<file path="src/rtl/core/sum_pkg.sv">
// Shared constants and types of the sorted union merge block.
// No dependencies; used by the controller and the top level.
`default_nettype none

package sum_pkg;

  localparam int ARRAY_DEPTH = 32;
  localparam int DATA_W      = 32;
  localparam int IDX_W       = (ARRAY_DEPTH > 1) ? $clog2(ARRAY_DEPTH) : 1;
  localparam int CNT_W       = $clog2(ARRAY_DEPTH + 1);
  localparam int FUNC_W      = 2;

  localparam logic [FUNC_W-1:0] FUNC_LOAD_FIRST  = 2'd0;
  localparam logic [FUNC_W-1:0] FUNC_LOAD_SECOND = 2'd1;
  localparam logic [FUNC_W-1:0] FUNC_START       = 2'd2;

  typedef struct packed {
    logic              we;
    logic [IDX_W-1:0]  waddr;
    logic [DATA_W-1:0] wdata;
    logic [IDX_W-1:0]  raddr;
  } ram_req_t;

endpackage

`default_nettype wire

</file>
<file path="src/rtl/core/sum_ram.sv">
// Single-port-write, single-port-read array store with registered read data.
// Generic; no package dependency.
`default_nettype none

module sum_ram #(
  parameter int WIDTH = 32,
  parameter int DEPTH = 32,
  parameter int AW    = 5
) (
  input  wire logic             clk_i,
  input  wire logic             we_i,
  input  wire logic [AW-1:0]    waddr_i,
  input  wire logic [WIDTH-1:0] wdata_i,
  input  wire logic [AW-1:0]    raddr_i,
  output logic      [WIDTH-1:0] rdata_o
);

  logic [WIDTH-1:0] mem [DEPTH];
  logic [WIDTH-1:0] rdata_q;

  always_ff @(posedge clk_i) begin
    if (we_i) begin
      mem[waddr_i] <= wdata_i;
    end
    rdata_q <= mem[raddr_i];
  end

  assign rdata_o = rdata_q;

endmodule

`default_nettype wire

</file>
<file path="src/rtl/core/sum_ctrl.sv">
// Load and merge sequencer of the sorted union merge block: counts, pointers,
// duplicate filter and output register. Depends on sum_pkg.
`default_nettype none

module sum_ctrl (
  input  wire logic                           clk_i,
  input  wire logic                           rst_ni,
  input  wire logic                           in_valid_i,
  output logic                                in_stall_o,
  input  wire logic [sum_pkg::FUNC_W-1:0]     func_i,
  input  wire logic signed [sum_pkg::DATA_W-1:0] element_i,
  output sum_pkg::ram_req_t                   req_a_o,
  output sum_pkg::ram_req_t                   req_b_o,
  input  wire logic [sum_pkg::DATA_W-1:0]     rd_a_i,
  input  wire logic [sum_pkg::DATA_W-1:0]     rd_b_i,
  output logic                                out_valid_o,
  input  wire logic                           out_stall_i,
  output logic signed [sum_pkg::DATA_W-1:0]   union_value_o,
  output logic                                last_of_union_o,
  output logic                                empty_union_o,
  output logic                                overflow_seen_o
);

  typedef enum logic [1:0] {
    ST_IDLE,
    ST_READ,
    ST_CMP,
    ST_FIN
  } state_e;

  localparam logic [sum_pkg::CNT_W-1:0] DEPTH_C = sum_pkg::CNT_W'(sum_pkg::ARRAY_DEPTH);
  localparam logic [sum_pkg::CNT_W-1:0] ONE_C   = sum_pkg::CNT_W'(1);

  state_e                       state_q, state_d;
  logic [sum_pkg::CNT_W-1:0]    cnt_a_q, cnt_a_d, cnt_b_q, cnt_b_d;
  logic [sum_pkg::CNT_W-1:0]    i_q, i_d, j_q, j_d;
  logic                         ovf_q, ovf_d;
  logic [sum_pkg::DATA_W-1:0]   pend_q, pend_d;
  logic                         pend_vld_q, pend_vld_d;
  logic                         out_valid_q, out_valid_d;
  logic [sum_pkg::DATA_W-1:0]   out_val_q, out_val_d;
  logic                         out_last_q, out_last_d;
  logic                         out_empty_q, out_empty_d;
  logic                         out_ovf_q, out_ovf_d;

  logic                         accept;
  logic                         out_free;
  logic                         av, bv, take_a, take_b;
  logic                         is_new, need_push;
  logic [sum_pkg::DATA_W-1:0]   cand;

  assign accept   = in_valid_i && (state_q == ST_IDLE);
  assign out_free = !out_valid_q || !out_stall_i;
  assign av       = i_q < cnt_a_q;
  assign bv       = j_q < cnt_b_q;

  always_comb begin
    take_a = 1'b0;
    take_b = 1'b0;
    if (av && bv) begin
      if ($signed(rd_a_i) < $signed(rd_b_i)) begin
        take_a = 1'b1;
      end else if ($signed(rd_b_i) < $signed(rd_a_i)) begin
        take_b = 1'b1;
      end else begin
        take_a = 1'b1;
        take_b = 1'b1;
      end
    end else if (av) begin
      take_a = 1'b1;
    end else begin
      take_b = 1'b1;
    end
    cand      = take_a ? rd_a_i : rd_b_i;
    is_new    = !pend_vld_q || (cand != pend_q);
    need_push = is_new && pend_vld_q;
  end

  always_comb begin
    state_d     = state_q;
    cnt_a_d     = cnt_a_q;
    cnt_b_d     = cnt_b_q;
    i_d         = i_q;
    j_d         = j_q;
    ovf_d       = ovf_q;
    pend_d      = pend_q;
    pend_vld_d  = pend_vld_q;
    out_valid_d = out_valid_q && out_stall_i;
    out_val_d   = out_val_q;
    out_last_d  = out_last_q;
    out_empty_d = out_empty_q;
    out_ovf_d   = out_ovf_q;

    req_a_o       = '0;
    req_b_o       = '0;
    req_a_o.waddr = cnt_a_q[sum_pkg::IDX_W-1:0];
    req_a_o.wdata = element_i;
    req_a_o.raddr = i_q[sum_pkg::IDX_W-1:0];
    req_b_o.waddr = cnt_b_q[sum_pkg::IDX_W-1:0];
    req_b_o.wdata = element_i;
    req_b_o.raddr = j_q[sum_pkg::IDX_W-1:0];

    unique case (state_q)
      ST_IDLE: begin
        if (accept) begin
          unique case (func_i)
            sum_pkg::FUNC_LOAD_FIRST: begin
              if (cnt_a_q < DEPTH_C) begin
                req_a_o.we = 1'b1;
                cnt_a_d    = cnt_a_q + ONE_C;
              end else begin
                ovf_d = 1'b1;
              end
            end
            sum_pkg::FUNC_LOAD_SECOND: begin
              if (cnt_b_q < DEPTH_C) begin
                req_b_o.we = 1'b1;
                cnt_b_d    = cnt_b_q + ONE_C;
              end else begin
                ovf_d = 1'b1;
              end
            end
            sum_pkg::FUNC_START: begin
              i_d        = '0;
              j_d        = '0;
              pend_vld_d = 1'b0;
              state_d    = ST_READ;
            end
            default: begin
            end
          endcase
        end
      end
      ST_READ: begin
        state_d = ST_CMP;
      end
      ST_CMP: begin
        if (!av && !bv) begin
          state_d = ST_FIN;
        end else if (!need_push || out_free) begin
          if (take_a) begin
            i_d = i_q + ONE_C;
          end
          if (take_b) begin
            j_d = j_q + ONE_C;
          end
          if (is_new) begin
            pend_d     = cand;
            pend_vld_d = 1'b1;
          end
          if (need_push) begin
            out_valid_d = 1'b1;
            out_val_d   = pend_q;
            out_last_d  = 1'b0;
            out_empty_d = 1'b0;
            out_ovf_d   = ovf_q;
          end
          state_d = ST_READ;
        end
      end
      ST_FIN: begin
        if (out_free) begin
          out_valid_d = 1'b1;
          out_val_d   = pend_vld_q ? pend_q : '0;
          out_last_d  = 1'b1;
          out_empty_d = !pend_vld_q;
          out_ovf_d   = ovf_q;
          cnt_a_d     = '0;
          cnt_b_d     = '0;
          pend_vld_d  = 1'b0;
          state_d     = ST_IDLE;
        end
      end
      default: begin
        state_d = ST_IDLE;
      end
    endcase
  end

  always_ff @(posedge clk_i or negedge rst_ni) begin
    if (!rst_ni) begin
      state_q     <= ST_IDLE;
      cnt_a_q     <= '0;
      cnt_b_q     <= '0;
      i_q         <= '0;
      j_q         <= '0;
      ovf_q       <= 1'b0;
      pend_q      <= '0;
      pend_vld_q  <= 1'b0;
      out_valid_q <= 1'b0;
      out_val_q   <= '0;
      out_last_q  <= 1'b0;
      out_empty_q <= 1'b0;
      out_ovf_q   <= 1'b0;
    end else begin
      state_q     <= state_d;
      cnt_a_q     <= cnt_a_d;
      cnt_b_q     <= cnt_b_d;
      i_q         <= i_d;
      j_q         <= j_d;
      ovf_q       <= ovf_d;
      pend_q      <= pend_d;
      pend_vld_q  <= pend_vld_d;
      out_valid_q <= out_valid_d;
      out_val_q   <= out_val_d;
      out_last_q  <= out_last_d;
      out_empty_q <= out_empty_d;
      out_ovf_q   <= out_ovf_d;
    end
  end

  assign in_stall_o      = (state_q != ST_IDLE);
  assign out_valid_o     = out_valid_q;
  assign union_value_o   = out_val_q;
  assign last_of_union_o = out_last_q;
  assign empty_union_o   = out_empty_q;
  assign overflow_seen_o = out_ovf_q;

endmodule

`default_nettype wire

</file>
<file path="src/rtl/core/sorted_union_merge.sv">
// Sorted union merge: two ascending arrays of signed 32-bit words are loaded
// one word per cycle (func 0 first array, func 1 second array), each holding up
// to 32 words; further loads are dropped and set a sticky overflow flag shown on
// every result. A start word (func 2) runs a two-pointer merge and sends out the
// distinct values in ascending order, the final one marked last; with both arrays
// empty a single word flags an empty union. Input is stalled from the start word
// until the last result is in the output register. Each merge step has a read
// state, which waits on the registered read data of the two array memories, and
// a compare state. Depends on sum_pkg, sum_ram and sum_ctrl.
`default_nettype none

module sorted_union_merge (
  input  wire logic                              clk_i,
  input  wire logic                              rst_ni,
  input  wire logic                              in_valid_i,
  output logic                                   in_stall_o,
  input  wire logic [sum_pkg::FUNC_W-1:0]        func_i,
  input  wire logic signed [sum_pkg::DATA_W-1:0] element_i,
  output logic                                   out_valid_o,
  input  wire logic                              out_stall_i,
  output logic signed [sum_pkg::DATA_W-1:0]      union_value_o,
  output logic                                   last_of_union_o,
  output logic                                   empty_union_o,
  output logic                                   overflow_seen_o
);

  sum_pkg::ram_req_t          req_a, req_b;
  logic [sum_pkg::DATA_W-1:0] rd_a, rd_b;

  sum_ram #(
    .WIDTH (sum_pkg::DATA_W),
    .DEPTH (sum_pkg::ARRAY_DEPTH),
    .AW    (sum_pkg::IDX_W)
  ) u_ram_a (
    .clk_i   (clk_i),
    .we_i    (req_a.we),
    .waddr_i (req_a.waddr),
    .wdata_i (req_a.wdata),
    .raddr_i (req_a.raddr),
    .rdata_o (rd_a)
  );

  sum_ram #(
    .WIDTH (sum_pkg::DATA_W),
    .DEPTH (sum_pkg::ARRAY_DEPTH),
    .AW    (sum_pkg::IDX_W)
  ) u_ram_b (
    .clk_i   (clk_i),
    .we_i    (req_b.we),
    .waddr_i (req_b.waddr),
    .wdata_i (req_b.wdata),
    .raddr_i (req_b.raddr),
    .rdata_o (rd_b)
  );

  sum_ctrl u_ctrl (
    .clk_i           (clk_i),
    .rst_ni          (rst_ni),
    .in_valid_i      (in_valid_i),
    .in_stall_o      (in_stall_o),
    .func_i          (func_i),
    .element_i       (element_i),
    .req_a_o         (req_a),
    .req_b_o         (req_b),
    .rd_a_i          (rd_a),
    .rd_b_i          (rd_b),
    .out_valid_o     (out_valid_o),
    .out_stall_i     (out_stall_i),
    .union_value_o   (union_value_o),
    .last_of_union_o (last_of_union_o),
    .empty_union_o   (empty_union_o),
    .overflow_seen_o (overflow_seen_o)
  );

endmodule

`default_nettype wire

</file>
<file path="config.mk">
export PLATFORM = sky130hd
export DESIGN_NAME = sorted_union_merge
export DESIGN_NICKNAME = d
export VERILOG_FILES = /design/src/rtl/core/sum_pkg.sv /design/src/rtl/core/sum_ram.sv /design/src/rtl/core/sum_ctrl.sv /design/src/rtl/core/sorted_union_merge.sv
export SDC_FILE = /design/constraint.sdc
export NUM_CORES = 2
export LEC_CHECK = 0
export BUFFER_PORTS_ARGS = -buffer_cell sky130_fd_sc_hd__clkbuf_2
export CAP_MARGIN = 10
export CORE_MARGIN = 4
export CORE_UTILIZATION = 51
export CTS_CLUSTER_SIZE = 8
export DETAILED_ROUTE_END_ITERATION = 10
export PLACE_DENSITY = 0.69
export SYNTH_ARGS = -nofsm -noshare
export SYNTH_HDL_FRONTEND = slang
export SYNTH_SLANG_ARGS = --single-unit
</file>
<file path="constraint.sdc">
create_clock -name clk_i -period 3.5 [get_ports clk_i]
set_input_delay 0.7 -clock clk_i [delete_from_list [all_inputs] [get_ports clk_i]]
set_output_delay 0.7 -clock clk_i [all_outputs]
set_load 0.01 [all_outputs]
</file>
==> reports/results.tsv <==
metric	value	unit
yosysUniqueCellTypes	63	
synth-seq-area-share	76.3	%
synth_warnings	0	
cp_max_fo	8	
synthCells	3830	
grt_pass1_vias	42700	
fmaxAchievable	0.277	GHz
ys_async_sr_fraction	4.35	%
synth.cell_area	0.0854	mm²
final_cell_mix	edfxtp_1 (2,048), mux4_2 (640), clkbuf_16 (334)	
fin_cells	6632	
post-place-cells	6190	
reg2reg_slack	-0.12	ns
crit_top_cell	buf_6	
layout_commonest_cell	edfxtp_1	
overflow	0	
area.sequential	0.0652	mm²
fillCellCount	11100	
viasPerCell	6.34	
ir_drop	0.000799	V
rsz0062_at_grt	true	
layout_setup_ws	-0.116	ns
cts_made_buffers	325	
clock_latency	0.94	ns
cts.htree.levels	5	
cp-end-kind	flip-flop	
num_rows	149	
cts_max_path_buffers	4	
power_density	785	mW/mm²
drive_gt1_share	34.7	%
dieArea	0.174	mm²
gr-usage-all-layers	25.0	%
critPathSlowestCell	a2111o_1	
first_pass_iters	5	
min_to	u_ctrl.ovf_q$_DFFE_PN0P_	
dieWidth	417	µm
ant_nets	0	
fin_area	0.100	mm²
ys_seq_elements	2208	
path_buf_inv	5	
die_y	417	µm
finalWeightedCongestion	0.885	
clk_pin_slew_worst_paths	0.05	ns
synth_mux_area_share	18.2	%
worstHoldPathCells	2	
crit_start	u_ram_b.rdata_o[1]$_DFF_P_	
remaining_drc_errors	0	
cp-start-kind	flip-flop	
clock-root-buffer	clkbuf_16	
wirelength	216000	µm
path_class	reg2reg	
dp_slack	-0.112	ns
core_area	0.166	mm²
drt_iter0_markers	5274	
path_cells	inv_2 > ha_4 > nor2b_4 > o211ai_1 > a2111o_1 > o211ai_2 > a21oi_2 > xor2_2 > a31oi_4 > buf_6 > buf_6 > mux2i_4 > a2111oi_4 > buf_4 > nand2_4 > a41o_4 > buf_12 > mux2i_2	
avgRoutedWirePerCell	32.5	µm
holdCritPathClass	in2reg	
maxCapViolCount	0	
antenna_found_initial	13	
synth_compound_area_share	1.03	%
placed_area	0.0911	mm²
port_buffers	74	
worst_pin_slew	1.17	ns
post-route-period-util	103	%
grt_max_degree	158	
total_power	78900	µW
slew_violations	0	
synthFlopType	edfxtp_1	
run_status	complete, but fails checks	
reg2reg_to	u_ctrl.union_value_o[18]$_DFFE_PN0P_	
p_leak	0.0322	µW
cts_tree	built	
reg2reg_depth	18	
fin_nets	4440	
period_minus_slack	3.62	ns
failed_checks	setup timing	
syn_to_final_growth	17.7	%
synth_fp_nets	3920	
min_from	in_valid_i	
slew_headroom	21.8	%
num_io_pins	75	
cp_top_family	compound AO/OA/AOI/OAI gates	
avgSynthCellArea	22.3	µm²
synth_xor_area_share	0.614	%
grt_pass1_wl	309000	µm
cts.sinks	2208	
worst_ep_arrival_time	4.43	ns
multi_input_area	0.0200	mm²
critPathMaxStageDelay	0.40	ns
hpwl	120000	µm
finalSetupViolCount	72	
required	4.32	ns
start_util	51.5	%
fin_skew	0.0737	ns
synth_top_family_by_area	multiplexers	
r2r-start	u_ram_b.rdata_o[1]$_DFF_P_	
hold_viol_final	0	
synth_edf_count	2048	
synth-simple-area-share	1.76	%
vias	42000	
synth-adder-area-share	0.762	%
[cell type report]
class                           count  area share, %
Clock buffer                      407           8.53
Timing Repair Buffer              376           3.51
Tap cell                         2189           2.73
Clock inverter                      5         0.0585
Sequential cell                  2208           64.9
Inverter                           97          0.365
Antenna cell                        8         0.0199
Multi-Input combinational cell   1342           19.9
[logic make-up (layout without fill, tap and decap cells)]
| kind of cell | Yosys count | count (layout) |
|---|---|---|
| AND/OR/NAND/NOR | 356 | 356 |
| other | 0 | 8 |
| multiplexers | 747 | 747 |
| XOR/XNOR | 59 | 59 |
| buffers and inverters | 280 | 885 |
| AO/OA/AOI/OAI | 128 | 128 |
| flip-flops | 2208 | 2208 |
| adder cells (fa/ha/maj) | 52 | 52 |
[cells in the mapped netlist, types with 3 or more instances]
cell	count	share of area (%)
a211oi_1	3	0.026
a21boi_0	4	0.035
a21o_1	5	0.044
a21oi_1	30	0.18
a221oi_1	3	0.031
a2bb2oi_1	4	0.041
a311oi_1	4	0.041
a31o_2	4	0.041
a31oi_1	4	0.029
and3_1	3	0.022
buf_1	61	0.27
buf_2	3	0.018
buf_6	4	0.053
clkbuf_1	114	0.50
dfrtp_1	96	2.8
dfxtp_1	64	1.5
edfxtp_1	2048	72
ha_1	52	0.76
inv_1	96	0.42
mux2_2	59	0.78
mux2i_1	47	0.55
mux4_2	640	17
nand2_1	194	0.85
nand2b_1	5	0.037
nand3_1	22	0.13
nand4_1	26	0.19
nor2_1	87	0.38
nor3_1	4	0.023
nor4_1	4	0.029
o21a_1	4	0.035
o21ai_0	33	0.19
o21ai_1	3	0.018
o22ai_1	7	0.051
xnor2_1	56	0.57
[timing repair]
| action | CTS | global route |
|---|---|---|
| gates cloned | 1 | 4 |
| endpoints found under the setup margin | 59 | 82 |
| endpoints found under the hold margin | 47 | 0 |
| setup buffers | 10 | 5 |
| pin swaps | 6 | 8 |
| hold buffers | 1 | 0 |
| gates resized for setup | 45 | 41 |
[through the flow]
| step | hold WS, ns | TNS (ns) | utilization [%] |
|---|---|---|---|
| after floorplan | 0.404 | 0 | - |
| after global placement | 0.509 | -1.99 | 55.0 |
| after detailed placement | 0.501 | -2.66 | 55.0 |
| after CTS | 0.0417 | -1.11 | 60.4 |
| after global routing | 0.117 | -12.72 | 60.6 |
| final | 0.108 | -4.42 | 60.6 |
[worst reg2reg max path, delay by kind of cell (launching register included)]
family                   cells  cell delay [ns]
AO/OA/AOI/OAI                7             1.46
buffers and inverters        5             0.66
multiplexers                 2             0.39
flip-flops                   1             0.33
adder cells (fa/ha/maj)      1             0.26
XOR/XNOR                     1             0.21
AND/OR/NAND/NOR              2             0.19
[how the worst max path moves through the flow]
stage / endpoint / slack [ns] / cells after the start
detailed placement: u_ctrl.pend_q[11]$_DFFE_PN0P_ / -0.11 / 16
finish: u_ctrl.union_value_o[18]$_DFFE_PN0P_ / -0.12 / 18
global placement: u_ctrl.pend_q[12]$_DFFE_PN0P_ / -0.08 / 16
global route: u_ctrl.j_q[1]$_DFFE_PN0P_ / -0.23 / 19
CTS: u_ctrl.pend_q[17]$_DFFE_PN0P_ / -0.08 / 18
floorplan: u_ctrl.pend_q[10]$_DFFE_PN0P_ / 0.12 / 16
[routing by layer]
layer	up-vias	share of wire, %	global-route usage, %
met4	2	3.7	9.45
li1	16900	-	-
met1	22500	39	35.6
met2	2264	48	38.7
met3	355	9.0	5.00
met5	-	0.0060	0
[report_power, final]
group	total [µW]	internal, µW	switching [µW]
Clock	27000	16800	10300
Combinational	20700	10000	10700
Sequential	31100	30000	1090
[sequential cells by signal, summed over array words and instances, names as in the netlist]
| register | flops |
|---|---|
| u_ctrl.empty_union_o | 1 |
| u_ctrl.out_valid_o | 1 |
| u_ctrl.pend_q | 32 |
| u_ctrl.j_q | 6 |
| u_ram_b.mem | 1024 |
| u_ram_a.mem | 1024 |
| u_ctrl.pend_vld_q | 1 |
| u_ctrl.union_value_o | 32 |
| u_ctrl.cnt_b_q | 6 |
| u_ctrl.i_q | 6 |
| u_ctrl.cnt_a_q | 6 |
| u_ctrl.last_of_union_o | 1 |
| u_ctrl.ovf_q | 1 |
| u_ram_a.rdata_o | 32 |
| u_ctrl.overflow_seen_o | 1 |
| u_ctrl.state_q | 2 |
| u_ram_b.rdata_o | 32 |
(Power assumes the default switching activity.)
